$ cat src/hdl/atc_pkg.sv
// Package for the 3x4 homogeneous transform composer: widths, payload structs.
// Depends on nothing; used by affine_transform_compose.
`timescale 1ns / 1ps
`default_nettype none

package atc_pkg;

  // Fixed-point format of stored elements and product elements
  localparam int VALUE_WIDTH   = 32;
  localparam int FRACTION_BITS = 16;

  // Matrix geometry: 3 rows by 4 columns, index row*4+col
  localparam int MAT_ENTRIES = 12;
  localparam int ADDR_W      = 4;

  // Full-precision product and a 3-term sum plus translation
  localparam int PROD_W = 2 * VALUE_WIDTH;
  localparam int ACC_W  = PROD_W + 2;

  typedef struct packed {
    logic                          target_matrix;
    logic [1:0]                    row_index;
    logic [1:0]                    col_index;
    logic signed [VALUE_WIDTH-1:0] element_value;
    logic                          compute_now;
  } in_item_t;

  typedef struct packed {
    logic [1:0]                    out_row;
    logic [1:0]                    out_col;
    logic signed [VALUE_WIDTH-1:0] product_value;
    logic                          end_of_product;
  } out_item_t;

endpackage

`default_nettype wire

$ cat src/hdl/affine_transform_compose.sv
// Top level of the 3x4 homogeneous transform composer (P = A * B, implied 0,0,0,1 row).
// Depends on atc_pkg for widths and the payload structs.
`timescale 1ns / 1ps
`default_nettype none

// Each input transfer writes one element of matrix A or B into a 12-entry memory
// (row index three is dropped). A transfer with compute_now set stores its element
// and then streams the 12 product elements in row-major order, end_of_product on the
// last. A compute runs one term per cycle, unless the output stalls, through a shared
// read port of each memory and one 32x32 multiplier: three terms per element, four on
// the translation column, 39 terms in all, each ending with the memory read. The product
// register, the accumulator and round and saturate bring the last result into the output
// register. Output stalls freeze the pipeline. A store-only item leaves in_ready high.
// The next item is taken as soon as the previous compute has issued its last term.
module affine_transform_compose (
  input  wire                 clk,
  input  wire                 rst_n,
  input  wire                 in_valid,
  output logic                in_ready,
  input  wire atc_pkg::in_item_t in_data,
  output logic                out_valid,
  input  wire                 out_ready,
  output atc_pkg::out_item_t  out_data
);

  localparam int VW  = atc_pkg::VALUE_WIDTH;
  localparam int FB  = atc_pkg::FRACTION_BITS;
  localparam int PW  = atc_pkg::PROD_W;
  localparam int AW  = atc_pkg::ACC_W;
  localparam int ADW = atc_pkg::ADDR_W;

  typedef enum logic {IDLE, RUN} state_t;

  // Per-term tags that travel with the data down the pipeline
  typedef struct packed {
    logic       valid;
    logic       first;
    logic       last;
    logic       trans;
    logic [1:0] row;
    logic [1:0] col;
    logic       eop;
  } tag_t;

  // Matrix memories
  logic [VW-1:0] mem_a [atc_pkg::MAT_ENTRIES];
  logic [VW-1:0] mem_b [atc_pkg::MAT_ENTRIES];

  state_t     state_r;
  logic [1:0] row_r, col_r, term_r;

  logic                 adv;
  logic                 in_xfer, out_xfer;
  logic [ADW-1:0]       wr_addr, rd_addr_a, rd_addr_b;
  tag_t                 issue_tag;
  tag_t                 s1_tag_r, s2_tag_r, s3_tag_r;
  logic signed [VW-1:0] rd_a_r, rd_b_r;
  logic signed [PW-1:0] prod_r, prod_nxt;
  logic signed [AW-1:0] acc_r, acc_nxt, shifted;
  logic [VW-1:0]        sat_val;
  logic                 last_term, last_elem;

  assign in_ready = (state_r == IDLE);
  assign in_xfer  = in_valid && in_ready;
  assign out_xfer = out_valid && out_ready;

  // Pipeline moves unless a finished element cannot enter the output register
  assign adv = !(s3_tag_r.valid && s3_tag_r.last && out_valid && !out_ready);

  // Issue-side term decode
  assign last_term = (col_r == 2'd3) ? (term_r == 2'd3) : (term_r == 2'd2);
  assign last_elem = (row_r == 2'd2) && (col_r == 2'd3);
  assign rd_addr_a = {row_r, term_r};
  assign rd_addr_b = (term_r == 2'd3) ? {2'd0, col_r} : {term_r, col_r};
  assign wr_addr   = {in_data.row_index, in_data.col_index};

  always_comb begin
    issue_tag.valid = (state_r == RUN);
    issue_tag.first = (term_r == 2'd0);
    issue_tag.last  = last_term;
    issue_tag.trans = (term_r == 2'd3);
    issue_tag.row   = row_r;
    issue_tag.col   = col_r;
    issue_tag.eop   = last_elem;
  end

  // Sequencer: state and term counters
  always_ff @(posedge clk) begin
    if (!rst_n) begin
      state_r <= IDLE;
      row_r   <= 2'd0;
      col_r   <= 2'd0;
      term_r  <= 2'd0;
    end else begin
      unique case (state_r)
        IDLE: begin
          if (in_xfer && in_data.compute_now) begin
            state_r <= RUN;
            row_r   <= 2'd0;
            col_r   <= 2'd0;
            term_r  <= 2'd0;
          end
        end
        RUN: begin
          if (adv) begin
            if (!last_term) begin
              term_r <= term_r + 2'd1;
            end else begin
              term_r <= 2'd0;
              if (last_elem) begin
                state_r <= IDLE;
              end else if (col_r == 2'd3) begin
                col_r <= 2'd0;
                row_r <= row_r + 2'd1;
              end else begin
                col_r <= col_r + 2'd1;
              end
            end
          end
        end
        default: state_r <= IDLE;
      endcase
    end
  end

  // Memory writes on input transfers; row three is dropped
  always_ff @(posedge clk) begin
    if (in_xfer && (in_data.row_index != 2'd3)) begin
      if (in_data.target_matrix) begin
        mem_b[wr_addr] <= in_data.element_value;
      end else begin
        mem_a[wr_addr] <= in_data.element_value;
      end
    end
  end

  // Registered memory reads
  always_ff @(posedge clk) begin
    if (adv) begin
      rd_a_r <= mem_a[rd_addr_a];
      rd_b_r <= mem_b[rd_addr_b];
    end
  end

  // Multiply, or align the translation term to the product scale
  always_comb begin
    if (s1_tag_r.trans) begin
      prod_nxt = {{(VW-FB){rd_a_r[VW-1]}}, rd_a_r, {FB{1'b0}}};
    end else begin
      prod_nxt = rd_a_r * rd_b_r;
    end
  end

  // Accumulate at full precision
  assign acc_nxt = (s2_tag_r.first ? {AW{1'b0}} : acc_r)
                 + {{(AW-PW){prod_r[PW-1]}}, prod_r};

  always_ff @(posedge clk) begin
    if (adv) begin
      prod_r <= prod_nxt;
      if (s2_tag_r.valid) begin
        acc_r <= acc_nxt;
      end
    end
  end

  // Tag pipeline
  always_ff @(posedge clk) begin
    if (!rst_n) begin
      s1_tag_r <= '0;
      s2_tag_r <= '0;
      s3_tag_r <= '0;
    end else if (adv) begin
      s1_tag_r <= issue_tag;
      s2_tag_r <= s1_tag_r;
      s3_tag_r <= s2_tag_r;
    end
  end

  // Arithmetic shift and saturation
  assign shifted = acc_r >>> FB;

  always_comb begin
    if ((&shifted[AW-1:VW-1]) || !(|shifted[AW-1:VW-1])) begin
      sat_val = shifted[VW-1:0];
    end else if (shifted[AW-1]) begin
      sat_val = {1'b1, {(VW-1){1'b0}}};
    end else begin
      sat_val = {1'b0, {(VW-1){1'b1}}};
    end
  end

  // Output register
  always_ff @(posedge clk) begin
    if (!rst_n) begin
      out_valid <= 1'b0;
    end else if (adv && s3_tag_r.valid && s3_tag_r.last) begin
      out_valid <= 1'b1;
    end else if (out_xfer) begin
      out_valid <= 1'b0;
    end
  end

  always_ff @(posedge clk) begin
    if (adv && s3_tag_r.valid && s3_tag_r.last) begin
      out_data.out_row        <= s3_tag_r.row;
      out_data.out_col        <= s3_tag_r.col;
      out_data.product_value  <= sat_val;
      out_data.end_of_product <= s3_tag_r.eop;
    end
  end

endmodule

`default_nettype wire

$ cat config.mk
export PLATFORM = sky130hd
export DESIGN_NAME = affine_transform_compose
export DESIGN_NICKNAME = d
export VERILOG_FILES = /design/src/hdl/atc_pkg.sv /design/src/hdl/affine_transform_compose.sv
export SDC_FILE = /design/constraint.sdc
export NUM_CORES = 2
export LEC_CHECK = 0
export BUFFER_PORTS_ARGS = -buffer_cell sky130_fd_sc_hd__buf_4
export CAP_MARGIN = 15
export CORE_ASPECT_RATIO = 0.8
export CORE_UTILIZATION = 29
export DETAILED_ROUTE_END_ITERATION = 16
export PLACE_DENSITY_LB_ADDON = 0.12
export SLEW_MARGIN = 20
export SYNTH_ARGS = -nofsm -noshare
export SYNTH_HDL_FRONTEND = slang
export SYNTH_SLANG_ARGS = --single-unit
$ cat constraint.sdc
create_clock -name clk -period 15.2 [get_ports clk]
set_clock_uncertainty 0.05 [all_clocks]
set_input_delay 1.52 -clock clk [delete_from_list [all_inputs] [get_ports clk]]
set_output_delay 1.52 -clock clk [all_outputs]
set_load 0.05 [all_outputs]
# Yosys cells after proc, flatten, opt, wreduce, memory -nomap -nowiden
# Memory sizes are Yosys's and may differ from the RTL's. A register that Yosys moved wholly into a read port is not among the register bits.
# Cells that the tools add are included.
dict set report totals {
  elab_cells 106
  memories 2
  out_inout_bits 39
  ram_bits 768
  inputBits 42
  ff_bits 199
}
# memory words width rd rd_clocked_by_memory_dff write_ports line_no
set memory_table {}
lappend memory_table {mem_a 12 32 1 1 1 affine_transform_compose.sv:46} ;# logic [VW-1:0] mem_a [atc_pkg::MAT_ENTRIES];
lappend memory_table {mem_b 12 32 1 1 1 affine_transform_compose.sv:47} ;# logic [VW-1:0] mem_b [atc_pkg::MAT_ENTRIES];
dict set report classes {
  n_mul 1
  eq_ne 10
  n_bitwise 2
  reduce_logical 24
  add_sub_neg 4
  mux 33
}
# op count
set op_table {}
lappend op_table {{$add A66 B66 Y66} 1}
lappend op_table {{$mux W66} 1}
lappend op_table {{$mul A32 B32 Y64} 1}
lappend op_table {{$mux W32} 2}
lappend op_table {{$mux W64} 1}
lappend op_table {{$mux W2} 11}
lappend op_table {{$reduce_and A19 Y1} 1}
lappend op_table {{$reduce_or A19 Y1} 1}
lappend op_table {{$mux W1} 13}
lappend op_table {{$pmux W2 S2} 3}
lappend op_table {{$logic_and A1 B1 Y1} 10}
lappend op_table {{$eq A2 B2 Y1 const B} 4}
lappend op_table {{$add A2 B1 Y2 const B} 3}
lappend op_table {{$ne A2 B1 Y1 const B} 3}
lappend op_table {{$ne A2 B2 Y1 const B} 3}
lappend op_table {{$logic_not A1 Y1} 5}
lappend op_table {{$reduce_and A5 Y1} 1}
lappend op_table {{$mux W4} 1}
lappend op_table {{$reduce_and A2 Y1} 2}
lappend op_table {{$reduce_and A4 Y1} 1}
lappend op_table {{$logic_not A2 Y1} 1}
lappend op_table {{$not A1 Y1} 2}
lappend op_table {{$pmux W1 S2} 1}
lappend op_table {{$reduce_bool A2 Y1} 1}
lappend op_table {{$logic_or A1 B1 Y1} 1}

# Depth between registers and ports, before layout
dict set report logic_depth {
  word_depth 7
  mapped_depth 29
}

# Least setup slack after synthesis
# OpenSTA, ideal clock, no wires.
dict set report synth_path {
  path_type {flip-flop to flip-flop}
  from {register rd_a_r[31] (read register of mem_a)}
  to {register prod_r[63], data pin}
  setup_slack_ns 6.646
  period_less_slack_ns 8.554
  arrival_ns 8.244
  n_path_buf 3
  stages_incl_launch_ff 29
  required_time_ns 14.890
  path_cell_list {edfxtp_1 clkbuf_1 clkbuf_1 nand2_1 inv_1 fa_1 inv_1 fa_1 inv_1 fa_1 fa_1 inv_1 fa_1 inv_1 fa_1 inv_1 fa_1 inv_1 fa_1 ha_1 buf_4 and3_2 nand2_2 or3_4 or4_4 o2111a_1 o31ai_2 xnor2_1 mux2_4}
}
dict set report synth_via {
  elab_chain_cells 2
}
# item line_no
set synth_lines {}
lappend synth_lines {{start: declaration} affine_transform_compose.sv:57} ;# logic signed [VW-1:0] rd_a_r, rd_b_r;
lappend synth_lines {{$mul A32 B32 Y64} affine_transform_compose.sv:150} ;# prod_nxt = rd_a_r * rd_b_r;
lappend synth_lines {{$mux W64 *} affine_transform_compose.sv:147} ;# if (s1_tag_r.trans) begin
lappend synth_lines {{named net prod_nxt[63]} affine_transform_compose.sv:58} ;# logic signed [PW-1:0] prod_r, prod_nxt;
lappend synth_lines {{end signal: assignment} affine_transform_compose.sv:160} ;# prod_r <= prod_nxt;
lappend synth_lines {{end: declaration} affine_transform_compose.sv:58}
# The timed path passes the listed nets; every way through them passes the cells marked *.
# A chain may end at the register's enable or synchronous reset.

# Worst setup path in the final report
# Same ends and word-level chain as after synthesis.

==> results.md <==
* Status: complete, no violations
* Post-synth top area cell: edfxtp_1
* Port Buffers at 80
* CP top delay family: adder cells
* Synthesis Warnings at 0
* H-tree depth at 3
* Most used DFF post-synth: edfxtp_1
* Clock tree root buffer cell: clkbuf_16
* Synth area leaders: edfxtp_1 38%, fa_1 28%, mux4_2 5.5%, inv_1 4.7%, and2_1 4.1%
* M2 GR Usage at 27.5%
* Antenna violations before repair at 15
* Max-cap violations at 0
* Sequential fraction of the synthesis area at 39.1%
* Post-synth EDFFs at 999
* Clock buffer depth at 3
* Final net count at 7651
* CP startpoint: rd_a_r[31]
* Global-route wire length before repair at 350000 um
* Crit path launch type: flip-flop
* Clock transition at the registers of the reported paths at 80 ps
* Number of global-route vias before repair at 51302
* Synth Instances at 6294
* RePlAce Congestion at 0.799
* Most common cell after layout, fill and taps aside: fa_1
* Top cell by count, worst path: fa_1
* Max Fanout on Critical Path at 35
* Buf/Inv on CP at 8
* Stages on the worst setup path at 26
* Share of cells above drive strength 1 at 9.64%
* Global-route usage over all layers at 17.3%
* Flop2flop setup slack at 5580 ps
* Worst skew pair latency at 780 ps
* Tcrit/Tclk final at 63.3%
* #FFs+latches synth at 1031
* Vias after detailed routing at 46527
* Avg Synthesized Cell Area at 12.4 um2
* Initial Util at 29.2%
* Top cell type's share of synthesized area at 38.3%
* Grt met1 use at 25.6%
* Kind of critical path: reg2reg
* Iteration-0 DRC Markers at 3088
* Reg2Reg Depth at 26
* GR Overflow Total at 0
* Synthesized cell area at 0.0783 mm2
* Drt wl/cell at 23.1 um
* Worst hold path class: reg2reg
* RSZ-0062 raised after global routing: false
* Crit path time final at 9620 ps
* Reg-to-reg endpoint: prod_r[63]
* Area delta synth->final at 11.1%
* CP max-delay cell: fa_1
* Pre-antenna DRT Iters at 5
* Die width at 583 um
* Max_slew headroom at 26.4%
* Row cnt at 170
* Num ports at 81
* Core area at 0.268 mm2
* Die ar. at 0.272 mm2
* Total wire length at 230000 um
* Crit path capture: prod_r[63]
* Post-synthesis net count at 7675
* Die height at 467 um
* Final hold vios at 0
* CTS tree: built
* Worst Setup End Kind: flip-flop
* Via density at 4.66
* Hold-fix buffers, CTS at 0
* Largest net degree at the start of global routing at 76
* GR peak layer: met2
* Slew @ Worst Pin at 1090 ps
* CP arrival at 10030 ps
* Filler cells at 27040
* Top achievable clock speed at 104 MHz
* TNS Setup at 0 ps
* HPWL Detailed at 159000 um
* Most frequent cells in the layout: 1083 x fa_1, 999 x edfxtp_1, 980 x inv_1
* Ys async rst share at 0%
* Final setup viols at 0
* Critical Path RT at 15610 ps
* GRT met3 Usage at 2.20%
* Unique cell type count in the Yosys netlist at 79
* Antenna Nets Post-Route at 0
* CTS buffer count at 111
* Worst stage delay on the critical path at 910 ps
* Setup Buffers After CTS at 0
* Slew Viols, Final at 0
* R2R Path Start: rd_a_r[31]
* CTS sink cnt at 1031
* # DRC at 0
* Post-CTS sizing at 0
-- worst reg2reg max path, stage by stage, from the launching register on --
cell and delay, ps:
edfxtp_1 330, buf_4 440, nand2_1 240, inv_1 130, fa_1 460, inv_1 300
fa_1 480, inv_1 220, fa_1 500, fa_1 910, inv_1 440, fa_1 600
inv_1 60, fa_1 530, inv_1 50, fa_1 470, inv_1 50, fa_1 450
ha_1 440, and3_2 270, nand2_2 80, or3_4 410, or4_4 550, o2111a_1 280
o31ai_2 260, xnor2_1 110, mux2_4 270
-- cell usage after synthesis (all sizes together) (5+ instances only) --
cell type,instances
fa,1083
edfxtp,999
inv,982
nand2,706
and2,512
clkbuf,299
ha,256
mux4,192
o21ai,181
a21oi,161
nor2,139
a21o,114
nor2b,82
xnor2,79
mux2i,70
nand4,40
xor2,39
buf,36
nand3,36
dfxtp,32
nor3,25
o21bai,25
a31oi,20
a211oi,17
o21a,17
and3,16
nand2b,16
o211ai,12
or3,8
a311oi,7
nor4,7
a21boi,6
o31ai,6
nor3b,5
-- how the worst min path moves through the flow --
stage | slack (ps) | end | cells past startpoint | from
after floorplan | 360 | out_data[0] | 0 | s3_tag_r[0]
after global routing | 400 | out_data[35] | 0 | s3_tag_r[3]
after detailed placement | 370 | out_data[36] | 0 | s3_tag_r[4]
final | 390 | out_data[35] | 0 | s3_tag_r[3]
after CTS | 400 | out_data[35] | 0 | s3_tag_r[3]
after global placement | 380 | out_data[34] | 0 | s3_tag_r[2]
-- sequential cells by signal (all words and copies together), names as in the netlist, 7 cells and up --
name,count
mem_a,384
mem_b,384
acc_r,66
prod_r,64
out_data,37
rd_a_r,32
rd_b_r,32
s1_tag_r,9
s2_tag_r,8
s3_tag_r,7
-- layer usage --
metal / wire length [um] / share of wire, %
met2: 105000 / 46
met5: 59 / 0.026
met4: 3250 / 1.4
met3: 10200 / 4.4
met1: 112000 / 49
-- layout make-up --
class | count | area, um2 | share of cell area, %
multi-input cells | 3944 | 43000 | 49.4
flip-flops and latches | 1031 | 30700 | 35.2
well taps | 3612 | 4520 | 5.19
inverters | 984 | 3700 | 4.25
clock buffers | 147 | 3000 | 3.45
repair buffers | 198 | 1510 | 1.73
clock inverters | 58 | 654 | 0.752
diodes | 7 | 17.5 | 0.0201
-- kinds of logic (layout without fill, tap and decap cells) --
group	Yosys count	count (layout)	synth area share, %
buffers and inverters	1319	1387	6.33
muxes	266	266	6.48
adders and majority gates	1339	1339	31.8
other	0	7	0
xor gates and xnor gates	118	118	1.32
and+or+nand+nor	1610	1610	10.1
AOI/OAI and AO/OA	611	611	4.87
DFF	1031	1031	39.1
-- stage by stage --
stage                     hold slack [ps]  util [%]  area (um2)  cells  worst slack (ps)
final                                 387      32.4       87000   9981              5580
after global routing                  400      32.4       87000   9974              5120
after CTS                             397      32.4       87000   9974              5530
after detailed placement              370      31.0       83300   9769              5600
after global placement                380      31.0       83300   9768              5730
after floorplan                       358         -       78300   6294              6650
Power is not shown: default switching activity piles up to over one toggle a cycle in this logic, so the estimate is an artifact.
